### src/hw/rtl/cdss_pkg.sv
package cdss_pkg;

  localparam int CURVE_TERMS = 11;
  localparam int COEFF_W = 24;
  localparam int Q_W = 18;
  localparam int ACC_W = 40;
  localparam int DIV_W = 36;
  localparam logic signed [Q_W-1:0] Q_MAX = 18'sd131071;
  localparam logic signed [Q_W-1:0] Q_MIN = -18'sd131072;
  localparam logic signed [ACC_W-1:0] ABS_ZERO_Q14 = -40'sd4475290;

  localparam logic [2:0] REG_V_UPPER = 3'd0;
  localparam logic [2:0] REG_V_LOWER = 3'd1;
  localparam logic [2:0] REG_CPV = 3'd2;
  localparam logic [2:0] REG_OFFSET = 3'd3;
  localparam logic [2:0] REG_TERMS = 3'd4;
  localparam logic [2:0] REG_TOL = 3'd5;

  typedef enum logic [3:0] {
    S_IDLE,
    S_CHECK0,
    S_DIV,
    S_TERM_INIT,
    S_MUL_T,
    S_MUL_C,
    S_ACC,
    S_DECIDE,
    S_COUNT
  } state_t;

  typedef struct packed {
    logic load;
    logic check0;
    logic div_start;
    logic div_step;
    logic term_init;
    logic mul_t;
    logic mul_c;
    logic acc;
    logic decide;
    logic count;
  } cmd_t;

  typedef struct packed {
    logic miss;
    logic div_done;
    logic last_term;
  } sts_t;

  function automatic logic signed [COEFF_W-1:0] curve_coeff(input logic [3:0] i);
    case (i)
      4'd0: curve_coeff = 24'sd4714607;
      4'd1: curve_coeff = -24'sd3180869;
      4'd2: curve_coeff = -24'sd62880;
      4'd3: curve_coeff = -24'sd21599;
      4'd4: curve_coeff = -24'sd1788;
      4'd5: curve_coeff = -24'sd6443;
      4'd6: curve_coeff = 24'sd2407;
      4'd7: curve_coeff = -24'sd1822;
      4'd8: curve_coeff = 24'sd473;
      4'd9: curve_coeff = -24'sd480;
      4'd10: curve_coeff = 24'sd256;
      default: curve_coeff = '0;
    endcase
  endfunction

  function automatic logic signed [Q_W-1:0] sat18(input logic signed [ACC_W-1:0] v);
    if (v > ACC_W'(Q_MAX)) sat18 = Q_MAX;
    else if (v < ACC_W'(Q_MIN)) sat18 = Q_MIN;
    else sat18 = v[Q_W-1:0];
  endfunction

endpackage

### src/hw/rtl/chebyshev_diode_setpoint_search_unit.sv
// Bisection search for the 12-bit converter count that puts a silicon-diode
// sensor at temp_setpoint. One item is searched at a time; a finished result
// sits in an output register so the next item can be accepted while it waits.
// Each trial runs a bit-serial divide for x plus setup and decision steps,
// then one multiply/accumulate pass per series term; up to MAX_TRIALS
// trials are run. A new item waits for the search to finish and, if the
// output register is still full, for its beat.
module chebyshev_diode_setpoint_search_unit #(
  parameter int MAX_TRIALS = 30,
  parameter int MAX_TERMS = 11
) (
  input  logic clk,
  input  logic rst,
  input  logic valid_in,
  output logic ready_in,
  input  logic signed [13:0] temp_setpoint,
  output logic valid_out,
  input  logic ready_out,
  output logic [11:0] adu_count,
  output logic converged,
  input  logic cfg_we,
  input  logic [2:0] cfg_index,
  input  logic [19:0] cfg_data
);

  logic [15:0] v_upper, v_lower;
  logic [19:0] counts_per_volt;
  logic [11:0] count_offset;
  logic [3:0] term_count;
  logic [7:0] tolerance;
  cdss_pkg::cmd_t cmd;
  cdss_pkg::sts_t sts;
  logic busy;

  always_ff @(posedge clk) begin
    if (rst) begin
      v_upper <= 16'd32755;
      v_lower <= 16'd2614;
      counts_per_volt <= 20'd349947;
      count_offset <= 12'd2045;
      term_count <= 4'd11;
      tolerance <= 8'd8;
    end else if (cfg_we) begin
      case (cfg_index)
        cdss_pkg::REG_V_UPPER: v_upper <= cfg_data[15:0];
        cdss_pkg::REG_V_LOWER: v_lower <= cfg_data[15:0];
        cdss_pkg::REG_CPV: counts_per_volt <= cfg_data;
        cdss_pkg::REG_OFFSET: count_offset <= cfg_data[11:0];
        cdss_pkg::REG_TERMS: term_count <= cfg_data[3:0];
        cdss_pkg::REG_TOL: tolerance <= cfg_data[7:0];
        default: ;
      endcase
    end
  end

  assign ready_in = ~busy;

  cdss_ctrl #(.MAX_TRIALS(MAX_TRIALS)) u_ctrl (
    .clk(clk), .rst(rst),
    .in_fire(valid_in & ready_in),
    .out_fire(valid_out & ready_out),
    .sts(sts), .cmd(cmd), .busy(busy), .res_valid(valid_out)
  );

  cdss_dp #(.MAX_TERMS(MAX_TERMS)) u_dp (
    .clk(clk), .cmd(cmd), .sts(sts),
    .temp_setpoint(temp_setpoint),
    .v_upper(v_upper), .v_lower(v_lower), .counts_per_volt(counts_per_volt),
    .count_offset(count_offset), .term_count(term_count), .tolerance(tolerance),
    .adu_count(adu_count), .converged(converged)
  );

  a_hold_result: assert property (@(posedge clk) disable iff (rst)
    valid_out && !ready_out |=> valid_out && $stable(adu_count) && $stable(converged))
    else $error("result beat changed while waiting");
  a_out_after_count: assert property (@(posedge clk) disable iff (rst)
    cmd.count |=> valid_out) else $error("result not presented");
  a_load_idle: assert property (@(posedge clk) disable iff (rst)
    cmd.load |=> busy) else $error("load without busy");

endmodule

### src/hw/rtl/cdss_ctrl.sv
module cdss_ctrl #(
  parameter int MAX_TRIALS = 30
) (
  input  logic clk,
  input  logic rst,
  input  logic in_fire,
  input  logic out_fire,
  input  cdss_pkg::sts_t sts,
  output cdss_pkg::cmd_t cmd,
  output logic busy,
  output logic res_valid
);

  localparam int TW = $clog2(MAX_TRIALS + 1);

  cdss_pkg::state_t state, state_next;
  logic [TW-1:0] trials, trials_next;

  always_ff @(posedge clk) begin
    if (rst) begin
      state <= cdss_pkg::S_IDLE;
      trials <= '0;
      res_valid <= 1'b0;
    end else begin
      state <= state_next;
      trials <= trials_next;
      res_valid <= cmd.count | (res_valid & ~out_fire);
    end
  end

  always_comb begin
    state_next = state;
    trials_next = trials;
    cmd = '0;
    busy = (state != cdss_pkg::S_IDLE);
    case (state)
      cdss_pkg::S_IDLE: begin
        if (in_fire) begin
          cmd.load = 1'b1;
          trials_next = '0;
          state_next = cdss_pkg::S_CHECK0;
        end
      end
      cdss_pkg::S_CHECK0: begin
        cmd.check0 = 1'b1;
        state_next = cdss_pkg::S_DIV;
      end
      cdss_pkg::S_DIV: begin
        if (!sts.miss || trials == TW'(MAX_TRIALS)) begin
          state_next = cdss_pkg::S_COUNT;
        end else begin
          cmd.div_start = 1'b1;
          state_next = cdss_pkg::S_TERM_INIT;
        end
      end
      cdss_pkg::S_TERM_INIT: begin
        if (sts.div_done) begin
          cmd.term_init = 1'b1;
          state_next = cdss_pkg::S_MUL_T;
        end else begin
          cmd.div_step = 1'b1;
        end
      end
      cdss_pkg::S_MUL_T: begin
        cmd.mul_t = 1'b1;
        state_next = cdss_pkg::S_MUL_C;
      end
      cdss_pkg::S_MUL_C: begin
        cmd.mul_c = 1'b1;
        state_next = cdss_pkg::S_ACC;
      end
      cdss_pkg::S_ACC: begin
        cmd.acc = 1'b1;
        state_next = sts.last_term ? cdss_pkg::S_DECIDE : cdss_pkg::S_MUL_T;
      end
      cdss_pkg::S_DECIDE: begin
        cmd.decide = 1'b1;
        trials_next = trials + 1'b1;
        state_next = cdss_pkg::S_DIV;
      end
      cdss_pkg::S_COUNT: begin
        // wait here while the output register still holds an unaccepted beat
        if (!res_valid || out_fire) begin
          cmd.count = 1'b1;
          state_next = cdss_pkg::S_IDLE;
        end
      end
      default: state_next = cdss_pkg::S_IDLE;
    endcase
  end

endmodule

### src/hw/rtl/cdss_dp.sv
module cdss_dp #(
  parameter int MAX_TERMS = 11
) (
  input  logic clk,
  input  cdss_pkg::cmd_t cmd,
  output cdss_pkg::sts_t sts,
  input  logic signed [13:0] temp_setpoint,
  input  logic [15:0] v_upper,
  input  logic [15:0] v_lower,
  input  logic [19:0] counts_per_volt,
  input  logic [11:0] count_offset,
  input  logic [3:0] term_count,
  input  logic [7:0] tolerance,
  output logic [11:0] adu_count,
  output logic converged
);

  localparam int NW = $clog2(MAX_TERMS + 1);
  localparam int QW = cdss_pkg::Q_W;
  localparam int AW = cdss_pkg::ACC_W;
  localparam int DW = cdss_pkg::DIV_W;

  logic signed [AW-1:0] target, acc;
  logic [15:0] lower, upper, vmid;
  logic miss;
  logic signed [QW-1:0] x, t0, t1;
  logic [NW-1:0] idx, n_eff;
  logic signed [QW+QW-1:0] prod_t;
  logic signed [cdss_pkg::COEFF_W+QW-1:0] prod_c;
  logic [DW-1:0] rem, quo, dvs;
  logic num_neg, den_neg, den_zero;
  logic [5:0] dcnt;
  logic [11:0] count_r;
  logic conv_r;

  logic signed [AW-1:0] diff, tol_s, t_cmp;
  logic off;
  logic signed [17:0] den_s, num_s;
  logic [DW:0] rem_sh;
  logic signed [AW-1:0] qs, t2w;
  logic signed [cdss_pkg::COEFF_W-1:0] coeff;
  logic [35:0] scaled;

  always_comb begin
    if (term_count < 4'd2) n_eff = NW'(2);
    else if ({{(NW > 4 ? NW - 4 : 0){1'b0}}, term_count} > NW'(MAX_TERMS))
      n_eff = NW'(MAX_TERMS);
    else n_eff = NW'(term_count);
  end

  assign coeff = (idx < NW'(cdss_pkg::CURVE_TERMS)) ?
                 cdss_pkg::curve_coeff(4'(idx)) : '0;
  assign tol_s = AW'($signed({1'b0, tolerance, 10'd0}));
  assign t_cmp = cmd.check0 ? cdss_pkg::ABS_ZERO_Q14 : acc;
  assign diff = t_cmp - target;
  assign off = (diff < 0 ? -diff : diff) > tol_s;
  assign den_s = $signed({2'b00, v_upper}) - $signed({2'b00, v_lower});
  assign num_s = $signed({1'b0, vmid, 1'b0}) - $signed({2'b00, v_lower}) -
                 $signed({2'b00, v_upper});
  assign rem_sh = {rem, quo[DW-1]};
  assign qs = num_neg ^ den_neg ? -AW'($signed({1'b0, quo})) : AW'($signed({1'b0, quo}));
  assign t2w = AW'(prod_t >>> 16) * 2 - AW'(t0);
  assign scaled = 36'(vmid) * 36'(counts_per_volt);

  always_ff @(posedge clk) begin
    if (cmd.load) begin
      target <= AW'(temp_setpoint) <<< 10;
      lower <= v_lower;
      upper <= v_upper;
      vmid <= 16'((17'(v_lower) + 17'(v_upper)) >> 1);
    end
    if (cmd.check0 || cmd.decide) begin
      miss <= off;
    end
    if (cmd.div_start) begin
      num_neg <= num_s[17];
      den_neg <= den_s[17];
      den_zero <= (den_s == '0);
      quo <= DW'(num_s[17] ? 18'(-num_s) : 18'(num_s)) << 16;
      dvs <= DW'(den_s[17] ? 18'(-den_s) : 18'(den_s));
      rem <= '0;
      dcnt <= '0;
    end
    if (cmd.div_step) begin
      if (rem_sh >= {1'b0, dvs}) begin
        rem <= DW'(rem_sh - {1'b0, dvs});
        quo <= {quo[DW-2:0], 1'b1};
      end else begin
        rem <= DW'(rem_sh);
        quo <= {quo[DW-2:0], 1'b0};
      end
      dcnt <= dcnt + 1'b1;
    end
    if (cmd.term_init) begin
      x <= den_zero ? '0 : cdss_pkg::sat18(qs);
      t0 <= QW'(65536);
      t1 <= den_zero ? '0 : cdss_pkg::sat18(qs);
      idx <= '0;
      acc <= cdss_pkg::ABS_ZERO_Q14;
    end
    if (cmd.mul_t) begin
      prod_t <= x * t1;
      prod_c <= coeff * (idx == '0 ? t0 : t1);
    end
    if (cmd.mul_c) begin
      acc <= acc + AW'(prod_c >>> 16);
    end
    if (cmd.acc) begin
      if (idx != '0) begin
        t0 <= t1;
        t1 <= cdss_pkg::sat18(t2w);
      end
      idx <= idx + 1'b1;
    end
    if (cmd.decide) begin
      if (off) begin
        if (acc < target) begin
          upper <= vmid;
          vmid <= 16'((17'(lower) + 17'(vmid)) >> 1);
        end else begin
          lower <= vmid;
          vmid <= 16'((17'(vmid) + 17'(upper)) >> 1);
        end
      end
    end
    if (cmd.count) begin
      count_r <= 12'(scaled >> 23) + count_offset;
      conv_r <= ~miss;
    end
  end

  assign sts.miss = miss;
  assign sts.div_done = (dcnt == 6'(DW));
  assign sts.last_term = (idx == n_eff - 1'b1);
  assign adu_count = count_r;
  assign converged = conv_r;

endmodule

### config.mk
export PLATFORM = sky130hd
export DESIGN_NAME = chebyshev_diode_setpoint_search_unit
export DESIGN_NICKNAME = d
export VERILOG_FILES = /design/src/hw/rtl/cdss_pkg.sv /design/src/hw/rtl/chebyshev_diode_setpoint_search_unit.sv /design/src/hw/rtl/cdss_ctrl.sv /design/src/hw/rtl/cdss_dp.sv
export SDC_FILE = /design/constraint.sdc
export NUM_CORES = 2
export LEC_CHECK = 0
export ABC_AREA = 1
export BUFFER_PORTS_ARGS = -buffer_cell sky130_fd_sc_hd__buf_2
export CAP_MARGIN = 10
export CORE_MARGIN = 3
export CORE_UTILIZATION = 57
export CTS_BUF_LIST = sky130_fd_sc_hd__clkbuf_8 sky130_fd_sc_hd__clkbuf_16
export DETAILED_ROUTE_END_ITERATION = 8
export PLACE_DENSITY = 0.76
export SLEW_MARGIN = 30
export SYNTH_ARGS = -nofsm -noshare
export SYNTH_HDL_FRONTEND = slang
export SYNTH_SLANG_ARGS = --single-unit
### constraint.sdc
create_clock -name clk -period 7.9 [get_ports clk]
set_clock_uncertainty 0.15 [all_clocks]
set_input_delay 0.79 -clock clk [delete_from_list [all_inputs] [get_ports clk]]
set_output_delay 0.79 -clock clk [all_outputs]
set_load 0.05 [all_outputs]
==> qor.log <==
qor: timing.slew_violations 0
qor: run_status.run_status finished, final reports clean
qor: synthesis.yosysSeqAreaShare 0.155
qor: detailed_routing.route.detailed.vias_per_inst 5.52
qor: placed_design.gp_congestion 1.02
qor: clock_tree.postCtsHoldBufs 0
qor: timing.max_freq 131 MHz
qor: clock_tree.tritoncts_num_sinks 424
qor: floorplanning.die_width 356 um
qor: detailed_routing.drt-pass1-iter-count 9
qor: floorplanning.standard_cell_core_area 121000 um^2
qor: synthesis.syn-num-nets 10565
qor: placed_design.detailed_place_hpwl 154000 um
qor: finish.area_delta_synth_final 7.31%
qor: global_route.grt_antenna_before_repair 0
qor: clock_tree.tritoncts_clock_tree done
qor: finish.layout-drive-gt1-share 0.0669
qor: timing.grt_setup_unrepaired true
qor: placed_design.detailed_place.area 72700 um^2
qor: worst_setup_path.critical-path-slowest-cell sky130_fd_sc_hd__fa_2
qor: clock_tree.ctsLongestPathBuffers 3
qor: floorplanning.starting_density_of_the_core 0.578
qor: timing.timing.final.crit_share 0.963
qor: clock_tree.clock_root_buffer sky130_fd_sc_hd__clkbuf_16
qor: worst_setup_path.regToRegSetupSlack 0.29 ns
qor: global_route.first_global_vias 59213
qor: placed_design.buffer_ports.inserted 56
qor: detailed_routing.num_vias 58320
qor: clock_tree.clk_pin_slew_worst_paths 0.06 ns
qor: detailed_routing.routedWlPerCell 17.9 um
qor: timing.postLayoutSetupSlackWorst 0.293 ns
qor: global_route.grt_first_pass_wirelength 308000 um
qor: synthesis.synth-warning-count 0
qor: synthesis.ys_dominant_reg_cell sky130_fd_sc_hd__edfxtp_1
qor: synthesis.post_synth_instance_area 69700 um^2
qor: finish.util_after_layout 0.621
qor: clock_tree.htree_levels 2
qor: global_route.gr-usage-all-layers 0.303
qor: synthesis.number_of_synthesized_flops_with_an_enable_pin 235
qor: worst_setup_path.critical_path.top_delay_family adder cells
qor: synthesis.synth.ff_latch_count 424
qor: worst_setup_path.startpoint_type flip-flop
qor: timing.max_slew.worst_pin.slew 0.999 ns
qor: worst_setup_path.critPathBufInv 7
qor: synthesis.netlist_instances 8871
qor: worst_setup_path.slowest_delay 0.65 ns
qor: floorplanning.die_h 356 um
qor: finish.final_cell_area 74800 um^2
qor: timing.report.final.hold_viol_count 0
qor: detailed_routing.routed_wl 189000 um
qor: clock_tree.cts_inserted_buffers 53
qor: floorplanning.num_io_pins 57
qor: synthesis.synth_async_sr_flop_share 0
qor: placed_design.dp_worst_setup_slack -0.0825 ns
qor: global_route.grt_overflow_total 0
qor: floorplanning.full_die_area 127000 um^2
qor: min_path.hold_path_class in2reg
qor: worst_setup_path.worst_setup_path_end_kind flip-flop
qor: floorplanning.rows 127
qor: worst_setup_path.worst-endpoint-arrival 7.83 ns
qor: clock_tree.worstSkewPairLatency 0.66 ns
qor: timing.layout_min_cycle_time 7.61 ns
qor: detailed_routing.drcViolationCount 0
qor: worst_setup_path.cp.required 8.12 ns
qor: timing.timing.max_slew.rel_slack 0.334
qor: worst_setup_path.critical_path_s_most_frequent_cell sky130_fd_sc_hd__fa_1
qor: synthesis.synth_unique_cells 68
qor: global_route.grt_start_max_net_pins 92
qor: detailed_routing.first_iter_violations 4981
qor: finish.layout.nets 10604
qor: finish.antennaDiodeCount 0
qor: synthesis.synth.avg_cell_area 7.86 um^2
qor: worst_setup_path.worstPathMaxFanout 16
qor: timing.final-setup-viol-count 0
qor: worst_setup_path.category_of_the_most_critical_setup_path reg2reg
qor: job.cap_viol_max_count 0
qor: detailed_routing.detail-route-antenna-nets 0
-- registers in the layout, summed over array words and instances, names as in the netlist, 20 cells and up, named ones only --
name / flops
u_dp.prod_t: 20
u_dp.rem: 36
counts_per_volt: 20
u_dp.quo: 36
u_dp.acc: 40
u_dp.prod_c: 26
-- per-layer routing --
| layer | vias up | global-route usage | part of all wire |
|---|---|---|---|
| met4 | 0 | 0.104 | 0.039 |
| met5 | - | 0 | 0 |
| met2 | 2324 | 0.500 | 0.47 |
| met3 | 424 | 0.0442 | 0.079 |
| li1 | 27287 | - | - |
| met1 | 28285 | 0.411 | 0.41 |
-- timing repair --
item                       in CTS  in global routing
setup buffers                   1                 12
gates resized for setup         3                 94
cloned                          0                  1
setup endpoints to repair       6                 23
hold endpoints to repair        0                  0
pin swaps                       0                 10
-- final cells by class --
cell class,instances,area [um^2]
sequential,424,10900
clock inverter,30,235
fill,10459,45800
tap,1612,2020
inverter,1969,7410
timing repair buffer,288,2270
multi-input combinational,6174,50500
clock buffer,65,1500
-- layout by cell type, fill, tap and decap left out, drive strengths merged, types with 4 or more instances in the layout --
| cell type | n |
|---|---|
| nand3 | 258 |
| a221oi | 4 |
| nand3b | 17 |
| clkinv | 21 |
| inv | 1971 |
| edfxtp | 235 |
| o31ai | 14 |
| nor3 | 82 |
| ha | 593 |
| nor4 | 19 |
| o21ai | 368 |
| fa | 1059 |
| a21oi | 526 |
| clkbuf | 66 |
| a31oi | 31 |
| a211oi | 8 |
| o21a | 17 |
| buf | 287 |
| or2 | 59 |
| dfxtp | 189 |
| nor2 | 685 |
| nand4 | 94 |
| o221ai | 12 |
| nand2 | 1893 |
| a21o | 28 |
| o21bai | 32 |
| o211ai | 42 |
| xnor2 | 93 |
| clkinvlp | 5 |
| a21boi | 12 |
| xor2 | 199 |
-- synth_stat cells (93+ instances only) --
| master | number | area share |
|---|---|---|
| sky130_fd_sc_hd__xor2_1 | 199 | 0.025 |
| sky130_fd_sc_hd__ha_1 | 593 | 0.11 |
| sky130_fd_sc_hd__nor2_1 | 668 | 0.036 |
| sky130_fd_sc_hd__xnor2_1 | 93 | 0.012 |
| sky130_fd_sc_hd__o21ai_0 | 340 | 0.024 |
| sky130_fd_sc_hd__a21oi_1 | 524 | 0.038 |
| sky130_fd_sc_hd__fa_1 | 1059 | 0.30 |
| sky130_fd_sc_hd__clkbuf_1 | 265 | 0.014 |
| sky130_fd_sc_hd__edfxtp_1 | 235 | 0.10 |
| sky130_fd_sc_hd__inv_1 | 1945 | 0.10 |
| sky130_fd_sc_hd__dfxtp_1 | 189 | 0.054 |
| sky130_fd_sc_hd__nand2_1 | 1874 | 0.10 |
| sky130_fd_sc_hd__nand3_1 | 251 | 0.018 |
-- worst paths after layout --
check	depth (start not counted)	endpoint	startpoint
worst max-delay path	25	u_dp.prod_c[40]$_DFFE_PN_	u_dp.idx[0]$_DFFE_PN_
worst min-delay path	1	u_dp.target[15]$_DFFE_PP_	temp_setpoint[5]
worst max register to register	25	u_dp.prod_c[40]$_DFFE_PN_	u_dp.idx[0]$_DFFE_PN_
worst min register to register	2	tolerance[6]$_SDFFE_PP0P_	tolerance[6]$_SDFFE_PP0P_
-- per-stage QoR --
stage                     setup TNS [ns]  cells  hold slack, ns
after global placement                 0  10452           0.301
after global routing              -0.102  10562           0.133
after detailed placement          -0.157  10453           0.309
after floorplan                        0   8871           0.285
after CTS                              0  10549           0.119
final                                  0  10562           0.155
-- cell families after synthesis --
| family | after synthesis | synth area share |
|---|---|---|
| simple gates | 3115 | 0.185 |
| buf+inv | 2273 | 0.124 |
| fa+ha+maj | 1652 | 0.410 |
| compound gates | 1113 | 0.0884 |
| flops | 424 | 0.155 |
| xor+xnor | 292 | 0.0367 |
| other cells | 1 | 0.0000538 |
| mux | 1 | 0.000144 |
Power is left out: the tool's default activity adds up to more than one toggle a clock period on the data nets, which glitch-free logic cannot reach.
